--- src/design/prb_queue.sv ---
// two-entry transaction queue between front and back end
module prb_queue #(
   parameter int DATA_W = 8
) (
   input  logic              clock,
   input  logic              reset,
   input  logic              push,
   input  logic [DATA_W-1:0] push_data,
   output logic              push_ready,
   input  logic              pop,
   output logic              pop_valid,
   output logic [DATA_W-1:0] pop_data
);

   logic [DATA_W-1:0] slot_ff [2];
   logic              wr_ptr_ff, wr_ptr_in;
   logic              rd_ptr_ff, rd_ptr_in;
   logic [1:0]        count_ff, count_in;
   logic              do_push, do_pop;

   assign push_ready = (count_ff != 2'd2);
   assign pop_valid  = (count_ff != 2'd0);
   assign pop_data   = slot_ff[rd_ptr_ff];
   assign do_push    = push && push_ready;
   assign do_pop     = pop && pop_valid;

   // pointer and fill update
   always_comb begin
      wr_ptr_in = do_push ? ~wr_ptr_ff : wr_ptr_ff;
      rd_ptr_in = do_pop ? ~rd_ptr_ff : rd_ptr_ff;
      count_in  = count_ff + 2'(do_push) - 2'(do_pop);
   end

   always_ff @(posedge clock) begin
      if (reset) begin
         wr_ptr_ff <= 1'b0;
         rd_ptr_ff <= 1'b0;
         count_ff  <= 2'd0;
      end else begin
         wr_ptr_ff <= wr_ptr_in;
         rd_ptr_ff <= rd_ptr_in;
         count_ff  <= count_in;
      end
   end

   // storage
   always_ff @(posedge clock) begin
      if (do_push) begin
         slot_ff[wr_ptr_ff] <= push_data;
      end
   end

endmodule

--- config.mk ---
export PLATFORM = sky130hd
export DESIGN_NAME = prb_queue
export DESIGN_NICKNAME = d
export VERILOG_FILES = /design/src/design/prb_queue.sv
export SDC_FILE = /design/constraint.sdc
export NUM_CORES = 1
export LEC_CHECK = 0
export BUFFER_PORTS_ARGS = -buffer_cell sky130_fd_sc_hd__buf_2
export CORE_MARGIN = 2
export CORE_UTILIZATION = 50
export DETAILED_ROUTE_END_ITERATION = 16
export PLACE_DENSITY = 0.87
export SKIP_CTS_REPAIR_TIMING = 1
export SLEW_MARGIN = 10
export SYNTH_ARGS = -nofsm -noshare
export SYNTH_HDL_FRONTEND = slang
export SYNTH_SLANG_ARGS = --single-unit
--- constraint.sdc ---
create_clock -name clock -period 3.9 [get_ports clock]
set_input_delay 0 -clock clock [delete_from_list [all_inputs] [get_ports clock]]
set_output_delay 0 -clock clock [all_outputs]
set_load 0.05 [all_outputs]
Yosys cells after proc, flatten, opt, wreduce, memory -nomap -nowiden
Memories as Yosys holds them, arrays and structs flattened. A register that Yosys moved wholly into a read port is not among the register bits.
Cells that the tools add are included.
Word-level totals
  bits in latches: 0
  word-level logic and storage cells: 16
  input port bits: 12
  memory bits (writable): 16
  memories kept: 1
  ROM bits: 0
  output and inout bits: 10
  flip-flop bits (word level): 4
Cells by class
  divide/modulo/power cells: 0
  multiplexer cells: 4
  $add $sub $neg: 2
  $lt $le $gt $ge: 0
  equality and inequality tests: 1
  multiply operators: 0
  shifts and indexed selects: 0
  reductions and logical operators: 3
  bitwise gates (word level): 2
Memory list
  slot_ff: depth 2, width 8, read ports 1, clocked after memory_dff 1, write ports 1, line 15  | logic [DATA_W-1:0] slot_ff [2];
Operators by type and width (number)
  $mux W1: 4
  $add A2 B1 Y2: 1
  $logic_and A1 B1 Y1: 2
  $ne A2 B2 Y1 const B: 1
  $not A1 Y1: 2
  $reduce_bool A2 Y1: 1
  $sub A2 B1 Y2: 1

Longest topological paths before layout
  depth after elaboration: 4
  mapped depth: 8
  gate-level depth less buffers: 8

Least setup slack after synthesis
No wires, ideal clock.
  kind: register to register
  start point: reg count_ff[0]
  end point: reg count_ff[1]
  stages on the path, launching flop included: 9
  data required time: 3.785 ns
  library setup time: 0.115 ns
  buffers on the path: 0
  setup slack: 2.225 ns
  arrival time: 1.560 ns
  period minus slack after synthesis: 1.675 ns
  cells stage by stage: dfxtp_1 -> nand2b_2 -> nand2_2 -> ha_1 -> inv_1 -> ha_1 -> xor2_1 -> xnor2_1 -> nor2_1
Between the ends
  cells in the longest elaborated chain, start to end: 4
  elaborated cells between the ends (all ways): 6
  those cells by class: add/sub: 2; eq/ne: 1; reduce/logical: 3
RTL lines
  start: declaration: line 18  | logic [1:0] count_ff, count_in;
  start signal: assignment: line 42  | count_ff <= count_in;
  $ne A2 B2 Y1: line 21  | assign push_ready = (count_ff != 2'd2);
  via push_ready: line 9  | output logic push_ready,
  $logic_and A1 B1 Y1: line 24  | assign do_push = push && push_ready;
  $add A2 B1 Y2: line 31  | count_in = count_ff + 2'(do_push) - 2'(do_pop);
  $sub A2 B1 Y2: line 31
The timed path passes the listed nets, and every way through them passes these cells.
A chain may end at the register's enable or synchronous reset.

Worst setup path after layout
  start point: reg count_ff[1]
  end point: reg count_ff[1]
Between the ends
  elaborated cells between the ends (all ways): 6
  those cells by class: add/sub: 2; eq/ne: 1; reduce/logical: 3
RTL lines
  $reduce_bool A2 Y1: line 22  | assign pop_valid = (count_ff != 2'd0);
  $logic_and A1 B1 Y1: line 25  | assign do_pop = pop && pop_valid;
  via do_pop: line 19  | logic do_push, do_pop;
  $sub A2 B1 Y2: line 31
The timed path passes the listed nets, and every way through them passes these cells.

==> impl_results.md <==
- Outcome: finished, final reports clean
- Post-synthesis cell type count: 16
- Yosys warns: 0
- Tmin final: 1.55 ns
- Vias in the first global route: 436
- Via count: 488
- Clock sink total: 21
- Layout Nets: 97
- FF+latch count, synth: 21
- Clock Skew: 0.00470 ns
- Post-synthesis sequential area ratio: 0.714
- Initial antenna violation count: 0
- First-pass GRT wire length: 1730 um
- Post-Syn Nets: 63
- Synthesis-to-finish area growth: 29.1%
- Worst path required time: 4.09 ns
- Die area: 1970 um2
- Total grt overflow: 0
- TritonCTS clock tree: yes
- H-tree Lvls: 1
- N_diodes: 0
- Register-to-register setup slack: 2.35 ns
- Pre-CTS setup slack: 2.34 ns
- Crit path DAT: 1.74 ns
- Root Driver: clkbuf_4
- Lkg Pwr: 0.431 nW
- Core area: 1520 um2
- Crit start category: register
- Relative slew slack: 0.547
- Post-Synthesis Cells: 49
- # IOs: 22
- Pwr/cell area: 662 nW/um2
- Fmax achieved: 645 MHz
- CP Capture Type: register
- Clock Path Buffers: 2
- Worst-path clk slew: 0.10 ns
- RD Place Congestion: 0.639
- TritonCTS buffer count: 3
- Post-DP HPWL: 853 um
- Final worst setup slack: 2.35 ns
- Multi-input logic area: 224 um2
- Drt wl/cell: 13.8 um
- # fillers: 114
- Cells on worst reg2reg path: 7
- Post-route ant nets: 0
- RSZ-0062 raised after global routing: false
- DRC: 0
- Number of I/O port buffers: 21
- Least-Margin Pin Slew: 0.678 ns
- Hold Path Class: input port to register
- Crit. Startpoint: count_ff[1]
- Row count: 14
- Initial DRC count: 3
- Die X: 44.3 um
- Hold Vio Cnt, Final: 0
- FF/Latch Area: 581 um2
- Reg2reg start: count_ff[1]
- Largest fanout on the critical path: 4
- Final Max Tran Viols: 0
- CP endpoint: count_ff[1]
- Initial Utilization: 0.534
- Clock Latency Late Sink: 0.29 ns
- Largest net degree at the start of global routing: 12
- First-pass detailed-route iteration total: 2
- Height of the die: 44.3 um
- Post-Syn Area: 813 um2
- Max rail drop VDD: 0.315 mV
- Fin crit share: 0.398
- DR vias/cell: 4.98
- Total global-route track usage: 0.129
- Setup TNS: 0 ns
- Post-Route WL: 1360 um
- Mean Syn Cell Area: 16.6 um2
- FF-to-FF End: count_ff[1]
- Setup violators final: 0
- Total of max-cap violations: 0
- CP Class: register to register
- Layout cell share with drive strength beyond 1: 0.341
## critical path: stages, from the launching register on
cell	delay [ns]
dfxtp_1	0.36
o21a_2	0.24
ha_1	0.28
inv_1	0.06
ha_1	0.15
xor2_1	0.18
xnor2_1	0.14
nor2_1	0.05
## cells in the mapped netlist (all sizes together)
| cell type | n | area (um2) |
|---|---|---|
| edfxtp | 16 | 480 |
| mux2 | 9 | 105 |
| dfxtp | 5 | 100 |
| nor2 | 5 | 18.8 |
| ha | 2 | 25.0 |
| nor2b | 2 | 12.5 |
| xnor2 | 2 | 17.5 |
| and3 | 1 | 6.26 |
| buf | 1 | 5.00 |
| inv | 1 | 3.75 |
| nand2 | 1 | 6.26 |
| nand2b | 1 | 8.76 |
| o21a | 1 | 8.76 |
| or2 | 1 | 6.26 |
| xor2 | 1 | 8.76 |
## cells in the final DEF (no fill, tap or decap), drive strengths merged, types with 2 or more instances in the layout
cell,n
buf,21
edfxtp,16
dlygate4sd3,9
mux2,9
nor2,5
dfxtp,5
clkbuf,4
nor2b,2
xnor2,2
ha,2
## sequential cells by signal, summed over array words and instances (netlist names), named ones only
register and cells:
slot_ff 16, count_ff 2, rd_ptr_ff 1, wr_ptr_ff 1
## power by group
part / total [W] / leakage (nW) / internal [W] / switching, W
Sequential: 0.000311 / 0.191 / 0.000285 / 0.0000262
Clock: 0.0000996 / 0.0150 / 0.0000397 / 0.0000599
Combinational: 0.000284 / 0.225 / 0.0000927 / 0.000192
## cell families (layout without fill, tap and decap cells)
logic type / count (synthesis) / after routing / share of synthesized area
AO/OA/AOI/OAI: 1 / 1 / 0.0108
XOR/XNOR: 3 / 3 / 0.0323
adder cells (fa/ha/maj): 2 / 2 / 0.0308
buffers and inverters: 2 / 35 / 0.0108
flip-flops: 21 / 21 / 0.714
multiplexers: 9 / 9 / 0.129
AND/OR/NAND/NOR: 11 / 11 / 0.0723
## cell type report
| class | instances | area share |
|---|---|---|
| clock buffers | 4 | 0.0250 |
| flip-flops and latches | 21 | 0.553 |
| well taps | 16 | 0.0191 |
| inverters | 1 | 0.00358 |
| multi-input cells | 26 | 0.213 |
| repair buffers | 30 | 0.186 |
## layer usage
layer | up-vias | GRT usage | share of wire
li1 | 241 | - | -
met1 | 232 | 0.126 | 0.40
met2 | 13 | 0.235 | 0.55
met3 | 2 | 0.0408 | 0.036
met4 | 0 | 0.0727 | 0.010
met5 | - | 0 | 0
## per-stage QoR
stage,instances,util,hold WS [ns],area [um2],total power [W]
global route,98,0.689,0.0664,1050,0.000729
CTS,89,0.630,-0.117,960,0.000693
detailed placement,85,0.612,0.192,933,0.000596
floorplan,49,-,0.0716,813,0.000537
global placement,85,0.612,0.188,933,0.000587
finish,98,0.689,0.0709,1050,0.000695
## how the worst min path moves through the flow
stage	endpoint	slack (ns)	startpoint	cells after the start
final	wr_ptr_ff	0.07	push	3
after global routing	wr_ptr_ff	0.07	push	3
after CTS	slot_ff[0][7]	-0.12	push_data[7]	1
after detailed placement	slot_ff[0][0]	0.19	push_data[0]	1
after global placement	slot_ff[0][0]	0.19	push_data[0]	1
after floorplan	count_ff[0]	0.07	reset	1
No activity file was read; power rests on OpenSTA's default activity.
