<file path="config.mk">
export PLATFORM = sky130hd
export DESIGN_NAME = prb_front
export DESIGN_NICKNAME = d
export VERILOG_FILES = /design/src/design/prb_pkg.sv /design/src/design/prb_front.sv
export SDC_FILE = /design/constraint.sdc
export NUM_CORES = 1
export LEC_CHECK = 0
export BUFFER_PORTS_ARGS = -buffer_cell sky130_fd_sc_hd__buf_4
export CAP_MARGIN = 30
export CORE_MARGIN = 10
export CORE_UTILIZATION = 55
export DETAILED_ROUTE_END_ITERATION = 6
export GPL_TIMING_DRIVEN = 0
export HOLD_SLACK_MARGIN = 0.03
export PLACE_DENSITY = 0.76
export SETUP_SLACK_MARGIN = 0.05
export SLEW_MARGIN = 10
export SYNTH_ARGS = -nofsm -noshare
export SYNTH_HDL_FRONTEND = slang
export SYNTH_SLANG_ARGS = --single-unit
</file>
<file path="constraint.sdc">
create_clock -name clock -period 5.45 [get_ports clock]
set_input_delay 0.2725 -clock clock [delete_from_list [all_inputs] [get_ports clock]]
set_output_delay 0.2725 -clock clock [all_outputs]
set_load 0.03 [all_outputs]
</file>
<file path="src/design/prb_pkg.sv">
// shared types, codes and helpers of the page reservation bitmap
package prb_pkg;

   // fixed field widths
   localparam int CMD_W    = 2;
   localparam int BYTE_W   = 52;
   localparam int IDX_W    = 10;
   localparam int CFG_W    = 17;
   localparam int ADDR_W   = 28;
   localparam int SIZE_W   = 29;
   localparam int COUNT_W  = 17;

   // pages are 4 KiB, the scan starts at 1 MiB
   localparam int PAGE_SHIFT   = 12;
   localparam int CURSOR_START = 32'h100000 / 4096;
   localparam int QUOTA_RESET  = 65536;

   // register indexes
   localparam logic CSR_PAGE_LIMIT  = 1'b0;
   localparam logic CSR_EARLY_QUOTA = 1'b1;

   typedef enum logic [1:0] {
      CMD_FREE    = 2'd0,
      CMD_RESERVE = 2'd1,
      CMD_TAKE    = 2'd2,
      CMD_READ    = 2'd3
   } cmd_type;

   typedef enum logic [1:0] {
      ST_DONE       = 2'd0,
      ST_NO_PAGE    = 2'd1,
      ST_TABLE_FULL = 2'd2
   } status_type;

   typedef enum logic [1:0] {
      F_IDLE,
      F_EVAL,
      F_CLASS,
      F_PUSH
   } front_state_type;

   typedef enum logic [3:0] {
      B_SWEEP,
      B_IDLE,
      B_RMW_RD,
      B_RMW_WR,
      B_SCAN_RD,
      B_SCAN_CHK,
      B_RUN_RD,
      B_RUN_OUT,
      B_RESP
   } back_state_type;

   // configuration events seen by the back end
   typedef struct packed {
      logic limit_wr;
      logic quota_wr;
   } csr_event_type;

   // back end status seen by the front end
   typedef struct packed {
      logic init_busy;
      logic idle;
   } back_flags_type;

   // lowest set bit: {found, position}
   function automatic logic [5:0] lowest_set(input logic [31:0] v);
      logic       found;
      logic [4:0] pos;
      found = 1'b0;
      pos   = 5'd0;
      for (int i = 31; i >= 0; i--) begin
         if (v[i]) begin
            found = 1'b1;
            pos   = 5'(i);
         end
      end
      return {found, pos};
   endfunction

endpackage

</file>
<file path="src/design/prb_front.sv">
// front end: accepts transactions and turns byte ranges into page bounds
module prb_front #(
   parameter int CNT_W = 17
) (
   input  logic                          clock,
   input  logic                          reset,
   input  logic                          req_valid,
   output logic                          req_ready,
   input  logic [prb_pkg::CMD_W-1:0]     req_command,
   input  logic [prb_pkg::BYTE_W-1:0]    req_range_base,
   input  logic [prb_pkg::BYTE_W-1:0]    req_range_length,
   input  logic [prb_pkg::IDX_W-1:0]     req_entry_index,
   input  logic [CNT_W-1:0]              page_limit,
   input  prb_pkg::back_flags_type       back_flags,
   input  logic                          q_ready,
   output logic                          q_push,
   output logic [prb_pkg::CMD_W+2*CNT_W+prb_pkg::IDX_W-1:0] q_data
);

   localparam int W = prb_pkg::BYTE_W + 1;

   prb_pkg::front_state_type state_ff, state_in;
   prb_pkg::cmd_type         cmd_ff, cmd_in;
   logic [prb_pkg::BYTE_W-1:0] base_ff, base_in;
   logic [prb_pkg::BYTE_W-1:0] len_ff, len_in;
   logic [prb_pkg::IDX_W-1:0]  idx_ff, idx_in;
   logic          empty_ff, empty_in;
   logic          over_ff, over_in;
   logic [W-1:0]  sum_ff, sum_in;
   logic [CNT_W-1:0] first_ff, first_in;
   logic [CNT_W-1:0] last_ff, last_in;
   logic [W-1:0]  limit_bytes;
   logic [W-1:0]  end_bytes;
   logic [W-1:0]  base_up;
   logic [W-1:0]  end_up;

   assign limit_bytes = W'(page_limit) << prb_pkg::PAGE_SHIFT;
   assign end_bytes   = over_ff ? limit_bytes : sum_ff;
   assign base_up     = W'(base_ff) + W'(4095);
   assign end_up      = end_bytes + W'(4095);

   // next state
   always_comb begin
      state_in = state_ff;
      case (state_ff)
         prb_pkg::F_IDLE:  if (req_valid && req_ready) state_in = prb_pkg::F_EVAL;
         prb_pkg::F_EVAL:  state_in = prb_pkg::F_CLASS;
         prb_pkg::F_CLASS: state_in = prb_pkg::F_PUSH;
         prb_pkg::F_PUSH:  if (q_ready) state_in = prb_pkg::F_IDLE;
         default:          state_in = prb_pkg::F_IDLE;
      endcase
   end

   // handshake outputs
   always_comb begin
      req_ready = (state_ff == prb_pkg::F_IDLE) && !back_flags.init_busy;
      q_push    = (state_ff == prb_pkg::F_PUSH) && q_ready;
   end

   // range clipping and rounding
   always_comb begin
      cmd_in   = cmd_ff;
      base_in  = base_ff;
      len_in   = len_ff;
      idx_in   = idx_ff;
      empty_in = empty_ff;
      over_in  = over_ff;
      sum_in   = sum_ff;
      first_in = first_ff;
      last_in  = last_ff;
      case (state_ff)
         prb_pkg::F_IDLE: begin
            cmd_in  = prb_pkg::cmd_type'(req_command);
            base_in = req_range_base;
            len_in  = req_range_length;
            idx_in  = req_entry_index;
         end
         prb_pkg::F_EVAL: begin
            empty_in = (len_ff == '0) || (W'(base_ff) >= limit_bytes);
            over_in  = W'(len_ff) > (limit_bytes - W'(base_ff));
            sum_in   = W'(base_ff) + W'(len_ff);
         end
         prb_pkg::F_CLASS: begin
            if (empty_ff) begin
               first_in = '0;
               last_in  = '0;
            end else if (cmd_ff == prb_pkg::CMD_FREE) begin
               // free rounds inward
               first_in = base_up[CNT_W+prb_pkg::PAGE_SHIFT-1:prb_pkg::PAGE_SHIFT];
               last_in  = end_bytes[CNT_W+prb_pkg::PAGE_SHIFT-1:prb_pkg::PAGE_SHIFT];
            end else begin
               // reserve rounds outward
               first_in = base_ff[CNT_W+prb_pkg::PAGE_SHIFT-1:prb_pkg::PAGE_SHIFT];
               last_in  = end_up[CNT_W+prb_pkg::PAGE_SHIFT-1:prb_pkg::PAGE_SHIFT];
            end
         end
         default: begin
         end
      endcase
   end

   always_ff @(posedge clock) begin
      if (reset) begin
         state_ff <= prb_pkg::F_IDLE;
      end else begin
         state_ff <= state_in;
      end
   end

   always_ff @(posedge clock) begin
      cmd_ff   <= cmd_in;
      base_ff  <= base_in;
      len_ff   <= len_in;
      idx_ff   <= idx_in;
      empty_ff <= empty_in;
      over_ff  <= over_in;
      sum_ff   <= sum_in;
      first_ff <= first_in;
      last_ff  <= last_in;
   end

   assign q_data = {cmd_ff, first_ff, last_ff, idx_ff};

endmodule

</file>
# After elaboration in Yosys (flattened, before gate mapping)
# Cells that the tools add are included.
# op_classes
addsub,4
multipliers,0
div_mod_pow,0
order_cmp,2
n_eq_ne,5
shift,0
n_mux,6
bitwise_logic,0
reduce_logical,9
# ops
operator,count
29-bit by 12-bit adder with 29-bit output (second input constant),2
52-bit by 53-bit > comparator with 1-bit output,1
29-bit by 52-bit subtractor with 53-bit output,1
52-bit by 29-bit >= comparator with 1-bit output,1
52-bit logical NOT,1
17-bit 2-to-1 mux,2
29-bit adder,1
29-bit 2-to-1 mux,1
2-bit one-hot mux with 4 select lines,1
2-bit equality test (second input constant),2
2-bit logical NOT,2
2-bit 2-to-1 mux,2
2-bit inequality test (second input constant),2
1-bit logical AND,3
2-bit by 1-bit equality test with 1-bit output (second input constant),1
2-bit AND reduction,1
1-bit logical NOT,1
1-bit logical OR,1
# totals
ff_bits,183
latchBits,0
ramBits,0
mem_bits_ro,0
input_bits,139
output_inout_bits,48
elab_cells,36
memories,0

# Depth between registers and ports, before layout
# depth
word_depth,5
mapped_depth,22
depth_no_buf,21

# Least setup slack after synthesis
# No wires, ideal clock.
# synth_path
path_type,reg-to-reg
from,register base_ff[1] in the netlist's numbering
to,"register over_ff, data pin"
setup_ps,176
t_arrival_ps,4121
t_required_ps,5274
setup_slack_ps,1152
stages_incl_launch_ff,20
n_path_buf,1
synth_period_minus_slack_ps,4298
path_cell_list,edfxtp_1 -> inv_1 -> ha_1 -> nor2b_1 -> nand4_2 -> o221a_2 -> a21oi_4 -> a31oi_2 -> o221a_2 -> buf_6 -> or3_1 -> xnor2_1 -> ha_1 -> nand4_1 -> nor2_1 -> nand3_1 -> or4_1 -> o221ai_1 -> a221oi_1 -> nor4_1
# synth_between
elab_chain_cells,2
# synth_rtl
item,line,rtl
start: declaration,prb_front.sv:24,"logic [prb_pkg::BYTE_W-1:0] base_ff, base_in;"
start signal: assignment,prb_front.sv:112,base_ff <= base_in;
29-bit by 52-bit subtractor with 53-bit output,prb_front.sv:80,over_in = W'(len_ff) > (limit_bytes - W'(base_ff));
52-bit by 53-bit > comparator with 1-bit output,prb_front.sv:80,
end signal: assignment,prb_front.sv:116,over_ff <= over_in;
end: declaration,prb_front.sv:28,"logic over_ff, over_in;"
# No other way between the ends.
# A chain may end at the register's enable or synchronous reset.

# Worst setup path after layout
# Ends and elaborated chain as after synthesis.

==> impl_metrics.yaml <==
synth:
  yosys_warnings: 0
  syn_area_sq_um: 10780
  ys_seq_area_share_pct: 50.78
  synth_top_area_cell: "edfxtp_1"
  netlist_instances: 937
  synth_edf_count: 181
  synthFlopType: "edfxtp_1"
  ys_top_cells_by_area: "edfxtp_1 (50%), ha_1 (12%), xnor2_1 (4.6%)"
  postSynthAreaPerCell_sq_um: 11.51
  synth_top_area_share_pct: 50.41
  synth_seq_cells: 183
  syn_nets: 1180
  ys_types: 66
  synthArstFlopShare_pct: 0
floorplan:
  core_sq_um: 19400
  start_util_pct: 55.59
  die_width_um: 160.0
  die_y_um: 160.0
  io_pins: 187
  placementRows: 51
  die_area_sq_um: 25610
clocking:
  cts_max_level: 4
  cts_sinks: 183
  numCtsBuffers: 17
  cts.path.max_buffers: 2
  cts_tree: "built"
  clk_latency_ns: 0.44
  cts_root_buf: "clkbuf_16"
  path_clk_slew_ns: 0.07
placed_design:
  globalplace.congestion: 0.8900
  portBuffers: 185
  post-dp-hpwl_um: 20150
sta:
  tns_ns: 0
  fmax_mhz: 200.5
  drv_slew: 0
  timing.final.crit_share_pct: 91.51
  grt_setup_unrepaired: "no"
  fin_crit_ns: 4.987
  finalHoldViolations: 0
  finalSetupViolCount: 0
  finalClockSkew_ns: 0.01016
  worst_pin_slew_ns: 0.7726
  holdWs_ns: 0.04197
  relSlewSlack_pct: 48.50
layout:
  final_common_cell: "buf_4"
  final_cell_mix: "buf_4 (185), edfxtp_1 (181), dlygate4sd3_1 (116)"
  final_util_pct: 73.40
  nets: 1501
  drive_gt1_share_pct: 19.28
  area_growth_pct: 32.05
  diodes: 0
setup_path:
  arrival_ns: 5.25
  ff2ff_setup_slack_ns: 0.46
  end_kind: "flop"
  cp_cell_sequence: "inv_1, ha_1, nor2b_2, nand4_2, o221a_2, a21oi_4, a31oi_2, o221a_2, buf_6, nor2_1, nand2_1, xnor2_1, ha_1, nand4_1, nor2_1, nand3_1, or4_1, o221ai_1, a221oi_1, nor4_2"
  crit_fanout: 10
  startpoint_type: "flop"
  crit_slowest_cell: "or4_1"
  crit_buf_inv: 2
  timing.setup.critical_path_class: "reg -> reg"
  cpPeakStageDelay_ns: 0.57
  worstPathRequired_ns: 5.71
  crit_family: "simple AND/OR/NAND/NOR gates"
global_route:
  antenna_found_initial: 0
  gr-total-overflow: 0
  grt_use_total_pct: 21.27
  grt_first_pass_wirelength_um: 44000
  grt_max_degree: 69
  first_global_vias: 8471
detailed_routing:
  drt-initial-drc-count: 523
  vias: 8361
  drc: 0
  met3_length_um: 1762
  drt-wirelength-per-cell_um: 18.02
  routed.top_layer: "met4"
  drt_wl_total_um: 27680
  route.met2.wl_um: 13510
  via_per_inst: 5.443
  dr.pass1.iters: 7
  met1_length_um: 12070
  antenna_left: 0
job:
  max-cap-violations: 0
run_status:
  status: "finished clean"
hold_path:
  hold_class: "in -> reg"
pwr:
  p_leak_nw: 5.832
  cellPowerDensity_nw_per_um2: 546.2
  ir_worst_vdd_v: 0.0002840
## final timing paths
kind	start	endpoint	cells past startpoint
min	req_range_length[4]	len_ff[4]	1
max	base_ff[1]	over_ff	20
min reg2reg	state_ff[0]	state_ff[0]	2
max reg2reg	base_ff[1]	over_ff	20
## cells in the mapped netlist (3+ instances only)
master    number
o21a_1        10
nand4_1       22
buf_6          3
a31oi_1        5
nor3_2         4
a221oi_1       3
nand3b_1       3
a21oi_1       62
mux2i_1        7
o21ai_0       30
xor2_1        43
nor2b_1       18
nand2_1       50
o21bai_1       4
ha_1         103
nor4_4         4
a211oi_1      10
inv_1         47
nor2_1        88
nand3_1       19
edfxtp_1     181
nor3_1        18
or3_1          7
clkbuf_1      12
o211ai_1       4
o31ai_1        3
and2_1         3
nand2b_1      11
a21o_1        29
nor4_1        24
and3_1         9
or4_1          4
xnor2_1       57
## metal layers
| metal | up-vias | track usage, % |
|---|---|---|
| met3 | 28 | 4.987 |
| met4 | 0 | 5.760 |
| met1 | 3931 | 27.02 |
| met2 | 258 | 35.63 |
| li1 | 4144 | - |
| met5 | - | 0 |
## area by class of cell
cell class                 instances  area (sq um)
tap                              265         331.6
buffer                            18         91.34
sequential                       183          5475
timing repair buffer             302          2577
inverter                          47         176.4
clock buffer                      20         436.7
clock inverter                    12         78.83
fill                            1383          5160
multi-input combinational        689          5071
## worst register-to-register path, stage by stage (launching register included)
cell and delay [ns]:
edfxtp_1 0.45, inv_1 0.16, ha_1 0.20, nor2b_2 0.26, nand4_2 0.25, o221a_2 0.35
a21oi_4 0.15, a31oi_2 0.17, o221a_2 0.32, buf_6 0.15, nor2_1 0.29, nand2_1 0.12
xnor2_1 0.14, ha_1 0.30, nand4_1 0.16, nor2_1 0.17, nand3_1 0.12, or4_1 0.58
o221ai_1 0.19, a221oi_1 0.13, nor4_2 0.18
## per-stage QoR
step	setup WS, ns	power (W)	instance area, sq um	std cells
2_1_floorplan	1.152	0.005560	10780	937
3_3_place_gp	0.06284	0.006725	12500	1387
3_5_place_dp	0.2855	0.006560	12550	1388
4_1_cts	0.2295	0.007756	14200	1534
5_1_grt	0.09426	0.008366	14240	1536
6_report	0.4629	0.007777	14240	1536
## cells by family after synthesis
| kind of cell | Yosys count | share of synthesized area (%) |
|---|---|---|
| XOR/XNOR | 100 | 8.123 |
| flip-flops | 183 | 50.78 |
| AND/OR/NAND/NOR | 295 | 14.67 |
| adder cells (fa/ha/maj) | 104 | 12.14 |
| multiplexers | 8 | 0.7543 |
| AO/OA/AOI/OAI | 182 | 11.06 |
| buffers and inverters | 65 | 2.483 |
## sequential cells by signal, summed over array words and instances, names as in the netlist
| register | cells |
|---|---|
| first_ff | 17 |
| empty_ff | 1 |
| base_ff | 52 |
| len_ff | 52 |
| cmd_ff | 2 |
| last_ff | 17 |
| over_ff | 1 |
| sum_ff | 29 |
| idx_ff | 10 |
| state_ff | 2 |
## power by group
part	leakage [nW]	internal (W)	switching (W)
Clock	0.243	0.000580	0.000533
Sequential	1.79	0.00240	0.000448
Combinational	3.80	0.00161	0.00221
## timing repair
item | 4_1_cts | 5_1_grt
buffers inserted | 0 | 0
endpoints found under the hold margin | 115 | 2
hold buffers | 114 | 2
endpoints found under the setup margin | 0 | 1
gates resized for setup | 0 | 3
Note: power is estimated with default switching activity, not from simulation.
